File: src/sv/vlc_pkg.sv
package vlc_pkg;

   localparam int LEVEL_W     = 10;
   localparam int PERIOD_W    = 10;
   localparam int THRESHOLD_W = 8;
   localparam int CSR_INDEX_W = 1;
   localparam int CSR_DATA_W  = 10;
   localparam int REQ_DATA_W  = 24;
   localparam int RSP_DATA_W  = 8;

   // register indexes on the csr port
   localparam logic [CSR_INDEX_W-1:0] CSR_BLINK_PERIOD    = 1'd0;
   localparam logic [CSR_INDEX_W-1:0] CSR_LIGHT_THRESHOLD = 1'd1;

   localparam logic [PERIOD_W-1:0]    BLINK_PERIOD_RESET    = 10'd300;
   localparam logic [THRESHOLD_W-1:0] LIGHT_THRESHOLD_RESET = 8'd113;

   // open ranges of the button ladder
   localparam logic [LEVEL_W-1:0] RIGHT_LO  = 10'd757;
   localparam logic [LEVEL_W-1:0] RIGHT_HI  = 10'd777;
   localparam logic [LEVEL_W-1:0] LIGHT_LO  = 10'd502;
   localparam logic [LEVEL_W-1:0] LIGHT_HI  = 10'd522;
   localparam logic [LEVEL_W-1:0] BRAKE1_LO = 10'd842;
   localparam logic [LEVEL_W-1:0] BRAKE1_HI = 10'd862;
   localparam logic [LEVEL_W-1:0] BRAKE2_LO = 10'd808;
   localparam logic [LEVEL_W-1:0] BRAKE2_HI = 10'd828;
   localparam logic [LEVEL_W-1:0] LEFT_LO   = 10'd867;
   localparam logic [LEVEL_W-1:0] LEFT_HI   = 10'd887;
   localparam logic [LEVEL_W-1:0] HAZARD_LO = 10'd672;
   localparam logic [LEVEL_W-1:0] HAZARD_HI = 10'd692;

   typedef enum logic [2:0] {
      BTN_NONE   = 3'd0,
      BTN_RIGHT  = 3'd1,
      BTN_LIGHT  = 3'd2,
      BTN_BRAKE1 = 3'd3,
      BTN_BRAKE2 = 3'd4,
      BTN_LEFT   = 3'd5,
      BTN_HAZARD = 3'd6
   } btn_type;

   typedef struct packed {
      btn_type               prev_button;
      logic                  left_req;
      logic                  right_req;
      logic                  hazard_req;
      logic                  brake;
      logic                  position;
      logic                  auto_mode;
      logic                  phase;
      logic [PERIOD_W-1:0]   tick_count;
      logic                  left_out;
      logic                  right_out;
   } state_type;

   // no button, no requests, lamps off, automatic mode on, count and phase clear
   localparam state_type STATE_RESET = {BTN_NONE, 1'b0, 1'b0, 1'b0, 1'b0, 1'b0,
                                        1'b1, 1'b0, 10'd0, 1'b0, 1'b0};

   typedef struct packed {
      logic [LEVEL_W-1:0] button_level;
      logic [LEVEL_W-1:0] light_level;
      logic               tick;
   } req_type;

   // highest field first, so the packed vector matches rsp_tdata
   typedef struct packed {
      btn_type button_code;
      logic    automatic_mode;
      logic    position_lamp;
      logic    brake_lamp;
      logic    right_lamp;
      logic    left_lamp;
   } rsp_type;

   function automatic logic in_range(input logic [LEVEL_W-1:0] level,
                                     input logic [LEVEL_W-1:0] lo,
                                     input logic [LEVEL_W-1:0] hi);
      in_range = (level > lo) && (level < hi);
   endfunction

   // first matching range wins
   function automatic btn_type decode_button(input logic [LEVEL_W-1:0] level);
      if (in_range(level, RIGHT_LO, RIGHT_HI)) begin
         decode_button = BTN_RIGHT;
      end else if (in_range(level, LIGHT_LO, LIGHT_HI)) begin
         decode_button = BTN_LIGHT;
      end else if (in_range(level, BRAKE1_LO, BRAKE1_HI)) begin
         decode_button = BTN_BRAKE1;
      end else if (in_range(level, BRAKE2_LO, BRAKE2_HI)) begin
         decode_button = BTN_BRAKE2;
      end else if (in_range(level, LEFT_LO, LEFT_HI)) begin
         decode_button = BTN_LEFT;
      end else if (in_range(level, HAZARD_LO, HAZARD_HI)) begin
         decode_button = BTN_HAZARD;
      end else begin
         decode_button = BTN_NONE;
      end
   endfunction

endpackage

File: src/sv/vlc_step.sv
module vlc_step (
   input  vlc_pkg::state_type                  st,
   input  vlc_pkg::req_type                    req,
   input  logic [vlc_pkg::PERIOD_W-1:0]        blink_period,
   input  logic [vlc_pkg::THRESHOLD_W-1:0]     light_threshold,
   output vlc_pkg::state_type                  st_next,
   output vlc_pkg::rsp_type                    rsp
);

   vlc_pkg::btn_type                code;
   logic                            press;
   logic                            is_brake;
   logic [17:0]                     light_x255;
   logic [8:0]                      thr_p1;
   logic [18:0]                     thr_x1023;
   logic [vlc_pkg::PERIOD_W-1:0]    cnt_inc;
   vlc_pkg::state_type              s;

   assign code       = vlc_pkg::decode_button(req.button_level);
   assign press      = (code != vlc_pkg::BTN_NONE) && (code != st.prev_button);
   assign is_brake   = (code == vlc_pkg::BTN_BRAKE1) || (code == vlc_pkg::BTN_BRAKE2);
   // floor(light*255/1023) > thr  <=>  light*255 >= (thr+1)*1023
   assign light_x255 = {req.light_level, 8'd0} - {8'd0, req.light_level};
   assign thr_p1     = {1'b0, light_threshold} + 9'd1;
   assign thr_x1023  = {thr_p1, 10'd0} - {10'd0, thr_p1};
   assign cnt_inc    = st.tick_count + 10'd1;

   always_comb begin
      s = st;
      if (press) begin
         case (code)
            vlc_pkg::BTN_RIGHT: begin
               s.right_req = !st.right_req;
               s.left_req  = 1'b0;
            end
            vlc_pkg::BTN_LIGHT: begin
               s.position  = !st.position;
               s.auto_mode = 1'b0;
            end
            vlc_pkg::BTN_BRAKE1, vlc_pkg::BTN_BRAKE2: begin
               s.brake = 1'b1;
            end
            vlc_pkg::BTN_LEFT: begin
               s.left_req  = !st.left_req;
               s.right_req = 1'b0;
            end
            vlc_pkg::BTN_HAZARD: begin
               s.hazard_req = !st.hazard_req;
            end
            default: begin
               s.hazard_req = st.hazard_req;
            end
         endcase
      end
      s.prev_button = code;

      if (s.auto_mode) begin
         s.position = ({1'b0, light_x255} >= thr_x1023);
      end

      if (!is_brake) begin
         s.brake = 1'b0;
      end

      if (req.tick) begin
         if (cnt_inc >= blink_period) begin
            s.tick_count = '0;
            s.phase      = !st.phase;
         end else begin
            s.tick_count = cnt_inc;
         end
      end

      if (s.hazard_req) begin
         s.left_out  = s.phase;
         s.right_out = s.phase;
      end else if (s.left_req) begin
         if (s.phase) begin
            s.left_out  = 1'b1;
            s.right_out = 1'b0;
         end else begin
            s.left_out = 1'b0;
         end
      end else if (s.right_req) begin
         if (s.phase) begin
            s.right_out = 1'b1;
            s.left_out  = 1'b0;
         end else begin
            s.right_out = 1'b0;
         end
      end else begin
         s.left_out  = 1'b0;
         s.right_out = 1'b0;
      end
   end

   assign st_next            = s;
   assign rsp.left_lamp      = s.left_out;
   assign rsp.right_lamp     = s.right_out;
   assign rsp.brake_lamp     = s.brake;
   assign rsp.position_lamp  = s.position;
   assign rsp.automatic_mode = s.auto_mode;
   assign rsp.button_code    = code;

endmodule

File: src/sv/vehicle_light_controller.sv
// Path: an accepted req item goes through the input register, then the result
//   register, before it leaves as its rsp item.
// Throughput: one item per cycle while rsp_tready is high; the lamp state updates
//   in the single step between the two registers, so the next item already sees it.
// Reset (synchronous, active high): both registers empty, lamps off, automatic
//   mode on, blink period 300 ticks, light threshold 113.
module vehicle_light_controller (
   input  logic                                clock,
   input  logic                                reset,
   input  logic                                req_tvalid,
   output logic                                req_tready,
   // [9:0] button_level, [19:10] light_level, [20] tick, [23:21] zero
   input  logic [vlc_pkg::REQ_DATA_W-1:0]      req_tdata,
   output logic                                rsp_tvalid,
   input  logic                                rsp_tready,
   // [0] left_lamp, [1] right_lamp, [2] brake_lamp, [3] position_lamp,
   // [4] automatic_mode, [7:5] button_code
   output logic [vlc_pkg::RSP_DATA_W-1:0]      rsp_tdata,
   input  logic                                csr_we,
   input  logic [vlc_pkg::CSR_INDEX_W-1:0]     csr_index,
   input  logic [vlc_pkg::CSR_DATA_W-1:0]      csr_wdata
);

   // configuration registers
   logic [vlc_pkg::PERIOD_W-1:0]    period_ff, period_in;
   logic [vlc_pkg::THRESHOLD_W-1:0] thr_ff, thr_in;

   // input register
   logic                req_valid_ff, req_valid_in;
   vlc_pkg::req_type    req_ff, req_in;

   // lamp state, updated as an item moves to the result register
   vlc_pkg::state_type  st_ff, st_in, st_next;

   // result register
   logic                rsp_valid_ff, rsp_valid_in;
   vlc_pkg::rsp_type    rsp_ff, rsp_in, rsp_next;

   logic                advance;

   // Move the held item forward when the result register is free or drains now.
   assign advance    = req_valid_ff && (!rsp_valid_ff || rsp_tready);
   assign req_tready = !req_valid_ff || advance;

   // Write configuration; the threshold takes the low byte.
   always_comb begin
      period_in = period_ff;
      thr_in    = thr_ff;
      if (csr_we) begin
         case (csr_index)
            vlc_pkg::CSR_BLINK_PERIOD:    period_in = csr_wdata;
            vlc_pkg::CSR_LIGHT_THRESHOLD: thr_in    = csr_wdata[vlc_pkg::THRESHOLD_W-1:0];
            default:                      period_in = period_ff;
         endcase
      end
   end

   // Capture a new item whenever the input register frees up.
   always_comb begin
      req_valid_in = req_valid_ff;
      req_in       = req_ff;
      if (req_tready) begin
         req_valid_in          = req_tvalid;
         req_in.button_level   = req_tdata[9:0];
         req_in.light_level    = req_tdata[19:10];
         req_in.tick           = req_tdata[20];
      end
   end

   vlc_step u_step (
      .st              (st_ff),
      .req             (req_ff),
      .blink_period    (period_ff),
      .light_threshold (thr_ff),
      .st_next         (st_next),
      .rsp             (rsp_next)
   );

   // Commit state and load the result together; otherwise hold, clearing valid once taken.
   always_comb begin
      st_in        = st_ff;
      rsp_in       = rsp_ff;
      rsp_valid_in = rsp_valid_ff && !rsp_tready;
      if (advance) begin
         st_in        = st_next;
         rsp_in       = rsp_next;
         rsp_valid_in = 1'b1;
      end
   end

   always_ff @(posedge clock) begin
      if (reset) begin
         period_ff              <= vlc_pkg::BLINK_PERIOD_RESET;
         thr_ff                 <= vlc_pkg::LIGHT_THRESHOLD_RESET;
         req_valid_ff           <= 1'b0;
         rsp_valid_ff           <= 1'b0;
         st_ff                  <= vlc_pkg::STATE_RESET;
      end else begin
         period_ff    <= period_in;
         thr_ff       <= thr_in;
         req_valid_ff <= req_valid_in;
         rsp_valid_ff <= rsp_valid_in;
         st_ff        <= st_in;
      end
   end

   // payload needs no reset
   always_ff @(posedge clock) begin
      req_ff <= req_in;
      rsp_ff <= rsp_in;
   end

   assign rsp_tvalid = rsp_valid_ff;
   assign rsp_tdata  = rsp_ff;

   // Turn requests are exclusive.
   a_turn_exclusive: assert property (@(posedge clock) disable iff (reset)
      !(st_ff.left_req && st_ff.right_req))
      else $error("left and right requests both set");

   // Leaving automatic mode is permanent until reset.
   a_auto_sticky: assert property (@(posedge clock) disable iff (reset)
      !st_ff.auto_mode |=> !st_ff.auto_mode)
      else $error("automatic mode came back");

   // Hazard drives both indicators alike.
   a_hazard_pair: assert property (@(posedge clock) disable iff (reset)
      (rsp_valid_ff && st_ff.hazard_req) |-> (rsp_ff.left_lamp == rsp_ff.right_lamp))
      else $error("hazard with unequal indicators");

   // Brake lamp only while a brake button is decoded.
   a_brake_held: assert property (@(posedge clock) disable iff (reset)
      (rsp_valid_ff && rsp_ff.brake_lamp) |->
         (rsp_ff.button_code == vlc_pkg::BTN_BRAKE1 ||
          rsp_ff.button_code == vlc_pkg::BTN_BRAKE2))
      else $error("brake lamp without brake button");

   // A held item is never lost while the output stalls.
   a_hold_item: assert property (@(posedge clock) disable iff (reset)
      (req_valid_ff && !advance) |=> (req_valid_ff && $stable(req_ff)))
      else $error("stalled item dropped");

endmodule
File: config.mk
export PLATFORM = sky130hd
export DESIGN_NAME = vehicle_light_controller
export DESIGN_NICKNAME = d
export VERILOG_FILES = /design/src/sv/vlc_pkg.sv /design/src/sv/vlc_step.sv /design/src/sv/vehicle_light_controller.sv
export SDC_FILE = /design/constraint.sdc
export NUM_CORES = 1
export LEC_CHECK = 0
export BUFFER_PORTS_ARGS = -buffer_cell sky130_fd_sc_hd__buf_2
export CAP_MARGIN = 30
export CORE_ASPECT_RATIO = 1.2
export CORE_UTILIZATION = 39
export DETAILED_ROUTE_END_ITERATION = 10
export SLEW_MARGIN = 20
export SYNTH_ARGS = -nofsm -noshare
export SYNTH_HDL_FRONTEND = slang
export SYNTH_HIERARCHICAL = 1
export SYNTH_SLANG_ARGS = --single-unit
File: constraint.sdc
create_clock -name clock -period 8.02 [get_ports clock]
set_clock_uncertainty 0.05 [all_clocks]
set_input_delay 0.802 -clock clock [delete_from_list [all_inputs] [get_ports clock]]
set_output_delay 0.802 -clock clock [all_outputs]
set_load 0.005 [all_outputs]
Yosys cells after proc, flatten, opt, wreduce, memory -nomap -nowiden
Cells that the tools add are included.
- logic and storage cells: 98
- bits in registers: 71
- eq/ne operators: 7
- bitwise logic cells: 1
- multiplexer cells: 23
- reductions and logical operators: 25
- $add $sub $neg: 4
- $lt $le $gt $ge: 14
- operators by type and width (kind ; number):
    less-than comparator 10 bit, second input constant ; 6
    greater-than comparator 10 bit, second input constant ; 5
    >= comparator 18 x 19 -> 1 bit ; 1
    subtractor 19 x 9 -> 19 bit ; 1
    two-way mux 3 bit ; 6
    subtractor 18 x 10 -> 18 bit ; 1
    two-way mux 11 bit ; 1
    adder 10 x 1 -> 10 bit, second input constant ; 1
    >= comparator 10 bit ; 1
    greater-than comparator 10 x 9 -> 1 bit, second input constant ; 1
    two-way mux 10 bit ; 1
    adder 8 x 1 -> 9 bit, second input constant ; 1
    == test 3 bit, second input constant ; 3
    logical AND 1 bit ; 9
    two-way mux 1 bit ; 9
    logical NOT 1 bit ; 8
    two-way mux 2 bit ; 4
    == test 3 x 2 -> 1 bit, second input constant ; 2
    two-way mux 6 bit ; 1
    AND reduction 2 bit ; 3
    one-hot mux 2 bit (2 select lines) ; 1
    == test 3 x 1 -> 1 bit, second input constant ; 1
    logical OR 1 bit ; 3
    != test 3 bit ; 1
    other kinds (3) ; 3

Logic depth before layout (Yosys ltp)
- depth after elaboration: 15
- depth in mapped cells: 19
- gate-level depth less buffers: 18

Cells and area by module
Netlist, hierarchy kept.
- by module, submodules not included (module ; area an instance (um2) ; cells each ; times used ; seq. area each (um2)):
    vehicle_light_controller ; 2605.0 ; 211 ; 1 ; 1711.6
    vlc_step ; 2387.3 ; 363 ; 1 ; 0.0

Worst setup path after synthesis
No wires, ideal clock.
- kind: flip-flop to flip-flop
- start: register thr_ff[1] in the netlist's numbering
- end: register st_ff[14] in the netlist's numbering
- setup slack: 4.478 ns
- arrival time: 3.421 ns
- library setup time: 0.072 ns
- cell stages (with the launch flop): 20
- path through: dfxtp_1 -> ha_1 -> or2_4 -> a21oi_4 -> inv_2 -> or3_1 -> buf_2 -> or4_1 -> o21ai_1 -> xor2_1 -> ha_1 -> a21o_1 -> a211o_1 -> a41oi_1 -> o311ai_0 -> nand4_1 -> a22oi_1 -> buf_4 -> nand2b_1 -> mux2i_1
- RTL lines (element ; RTL line ; RTL):
    from (decl) ; vehicle_light_controller.sv:26 ; logic [vlc_pkg::THRESHOLD_W-1:0] thr_ff, thr_in;
    from (signal assigned) ; vehicle_light_controller.sv:94 ; thr_ff <= vlc_pkg::LIGHT_THRESHOLD_RESET;
    from (signal assigned) ; vehicle_light_controller.sv:100 ; thr_ff <= thr_in;
    to (signal assigned) ; vehicle_light_controller.sv:97 ; st_ff <= vlc_pkg::STATE_RESET;
    to (signal assigned) ; vehicle_light_controller.sv:103 ; st_ff <= st_in;
    to (decl) ; vehicle_light_controller.sv:33 ; vlc_pkg::state_type st_ff, st_in, st_next;

==> summary.json <==
{
  "post_place_cells": 744,
  "met2_usage_pct": 28.1,
  "globalRouteMet1Util_pct": 19.0,
  "cts.sink_count": 71,
  "numCtsBuffers": 9,
  "cts-root-buf": "clkbuf_16",
  "timing.final.crit_period_ps": 4100,
  "detail_route.iter0.violations": 158,
  "fraction_of_the_cycle_the_final_worst_path_needs_pct": 51.2,
  "drv_slew": 0,
  "drt-pass1-iter-count": 4,
  "worst_skew_pair_later_pin_latency_ps": 330,
  "tritoncts_clock_tree": "built",
  "globalRoute.totalOverflow": 0,
  "synth-main-ff-cell": "dfxtp_1",
  "antenna_found_initial": 0,
  "netSwitchingPower_w": 0.000228,
  "worst_slew_margin_rel_pct": 40.3,
  "totalPowerFinal_w": 0.000933,
  "mostFrequentLayoutCells": "64 x nand2_1, 48 x nand2b_1, 46 x buf_2",
  "first_global_vias": 3837,
  "finalWeightedCongestion": 0.829,
  "switching_share_of_total_power_pct": 24.4,
  "top_level_i_o_count": 50,
  "busiest_layer": "met2",
  "cellLeakagePower_nw": 2.22,
  "min-delay-path-class": "register to register",
  "hold_depth": 2,
  "row_count": 44,
  "place.port_buffers": 46,
  "total_core_area_um2": 12300,
  "drc_errors": 0,
  "worst_ep_required_time_ps": 8230,
  "type_of_the_worst_setup_path": "register to register",
  "drv_cap": 0,
  "dp.final_hpwl_um": 7450,
  "ctsLongestPathBuffers": 2,
  "power.density_cell_area_nw_per_um2": 168,
  "setup_viol": 0,
  "cts_hold_buffers": 0,
  "seq_power_share_pct": 44.0,
  "tightestPinTransition_ps": 893,
  "synthesis.area_um2": 4990,
  "netlist-cell-type-count": 69,
  "timing.setup.tns_ps": 0,
  "share_of_power_burned_in_combinational_logic_pct": 12.7,
  "number_of_flops_mapped_to_enable_cells_by_yosys": 29,
  "worst_slack_ps": 3920,
  "drt-total-wl_um": 10100,
  "vias_per_cell": 5.24,
  "chipHeight_um": 126,
  "synthesis.yosys.warnings": 6,
  "part_of_the_power_in_the_clock_network_pct": 43.3,
  "crit_fanout": 10,
  "arrival_ps": 4310,
  "most_common_library_cell_in_the_layout_ignoring_fill_and_taps": "nand2_1",
  "post-place-ws_ps": 3970,
  "worst_r2r_path_depth": 18,
  "grt_pass1_wl_um": 17200,
  "ctsResizeCount": 0,
  "gr-usage-all-layers_pct": 15.9,
  "status": "complete, no violations",
  "areaGrowthSynthToFinish_pct": 11.1,
  "met3_usage_pct": 3.05,
  "cell_internal_pwr_w": 0.000706,
  "antenna_cells_inserted": 0,
  "floorplan.initialDensity_pct": 40.7,
  "post_synthesis_register_bit_count": 71,
  "detail-route-antenna-nets": 0,
  "drive_above_1_share_pct": 13.2,
  "post_synth_inst_count": 574,
  "synth.yosys.seq_area_share_pct": 34.3,
  "async_reset_ff_share_pct": 0,
  "cp-start-kind": "register",
  "htree_depth": 3,
  "postSynthAreaPerCell_um2": 8.70,
  "fin_nets": 668,
  "die_w_um": 105,
  "mappedNetlistNets": 647,
  "ir_drop_uv": 76.8,
  "clock.fmax_mhz": 244,
  "postCtsSetupBuffers": 0,
  "fp.dieArea_um2": 13300,
  "hold_viol": 0,
  "clk_pin_slew_worst_paths_ps": 60,
  "final-instance-count-excl-fill": 761,
  "wirelength_per_cell_um": 13.3,
  "largest_net_degree_at_the_start_of_global_routing": 65,
  "rsz0062_at_grt": "false",
  "num_vias": 3990,
  "cp-end-kind": "register"
}
-- critical path: stages (launching register included) --
cell      delay, ps
dfxtp_1         500
ha_1            310
nand2_1         150
or2_2           370
and3_1          190
o21ai_0         410
o21ai_0         220
nor2_1          170
a211oi_1         80
nor2_1          130
ha_1            130
nand4_1          90
o211ai_1        190
a41oi_1         140
o311ai_0        360
nand4_1         140
a22oi_1         200
nand2b_1         80
mux2i_1         130
-- flip-flops by register name, indices dropped and copies added (netlist names) --
register	cells
thr_ff	8
period_ff	10
st_ff	22
rsp_tvalid	1
rsp_tdata	8
req_valid_ff	1
req_ff	21
-- per-layer routing --
metal | share of wire [%] | vias up | routed length (um)
li1 | - | 2053 | -
met1 | 45 | 1848 | 4560
met2 | 50 | 73 | 5030
met3 | 3.1 | 16 | 309
met4 | 1.9 | 0 | 189
met5 | 0 | - | 0
-- cells by family (layout without fill, tap and decap cells) --
group,Yosys count,after routing,synth area share [%]
AOI/OAI and AO/OA,105,105,14.0
xor gates and xnor gates,39,39,6.84
adders and majority gates,33,33,8.27
buffers and inverters,65,91,6.62
DFF,71,71,34.3
muxes,24,24,4.81
and+or+nand+nor,237,237,25.2
-- synth_stat cells, types with 5 or more instances --
cell type | number | area, um2
nand2_1 | 64 | 240
nand2b_1 | 48 | 300
dfxtp_1 | 42 | 841
ha_1 | 33 | 413
nor2_1 | 30 | 113
edfxtp_1 | 29 | 871
o21ai_0 | 27 | 135
a21oi_1 | 26 | 130
inv_1 | 26 | 97.6
xnor2_1 | 26 | 228
nand3_1 | 25 | 125
mux2i_1 | 24 | 240
and3_1 | 13 | 81.3
xor2_1 | 13 | 114
buf_4 | 12 | 90.1
buf_2 | 11 | 55.1
clkbuf_1 | 11 | 41.3
nor2b_1 | 10 | 62.6
nor3_1 | 10 | 50.1
nand4_1 | 7 | 43.8
a211o_1 | 6 | 52.6
nand3b_1 | 6 | 45.0
o21ai_1 | 5 | 25.0
-- per-stage QoR --
stage | hold slack, ps | area, um2 | util, %
finish | 406 | 5550 | 45.2
global route | 435 | 5550 | 45.2
CTS | 408 | 5530 | 45.0
detailed placement | 400 | 5220 | 42.5
global placement | 399 | 5200 | 42.4
floorplan | 380 | 4990 | -
-- power by group through the flow --
stage          logic [W]  registers [W]  clock network (W)
4_1_cts         0.000118       0.000410           0.000418
3_3_place_gp    0.000113       0.000417                  0
3_5_place_dp    0.000117       0.000418                  0
2_1_floorplan  0.0000989       0.000408                  0
5_1_grt         0.000134       0.000413           0.000432
6_report        0.000119       0.000410           0.000404
-- layout make-up --
class,instances,area (um2)
Inverter,27,101
Timing Repair Buffer,48,270
Tap cell,161,201
Multi-Input combinational cell,438,2960
Fill cell,1172,6730
Sequential cell,71,1710
Clock buffer,11,253
Clock inverter,5,55.1
-- worst paths after layout --
| check | slack [ps] | end | start |
|---|---|---|---|
| worst max-delay path | 3920 | st_ff[14]$_SDFFE_PP0P_ | thr_ff[0]$_SDFFE_PP1P_ |
| worst max register to register | 3920 | st_ff[14]$_SDFFE_PP0P_ | thr_ff[0]$_SDFFE_PP1P_ |
| worst min register to register | 410 | period_ff[6]$_SDFFE_PP0P_ | period_ff[6]$_SDFFE_PP0P_ |
| worst min-delay path | 410 | period_ff[6]$_SDFFE_PP0P_ | period_ff[6]$_SDFFE_PP0P_ |
Note: power is estimated with default switching activity, not from simulation.
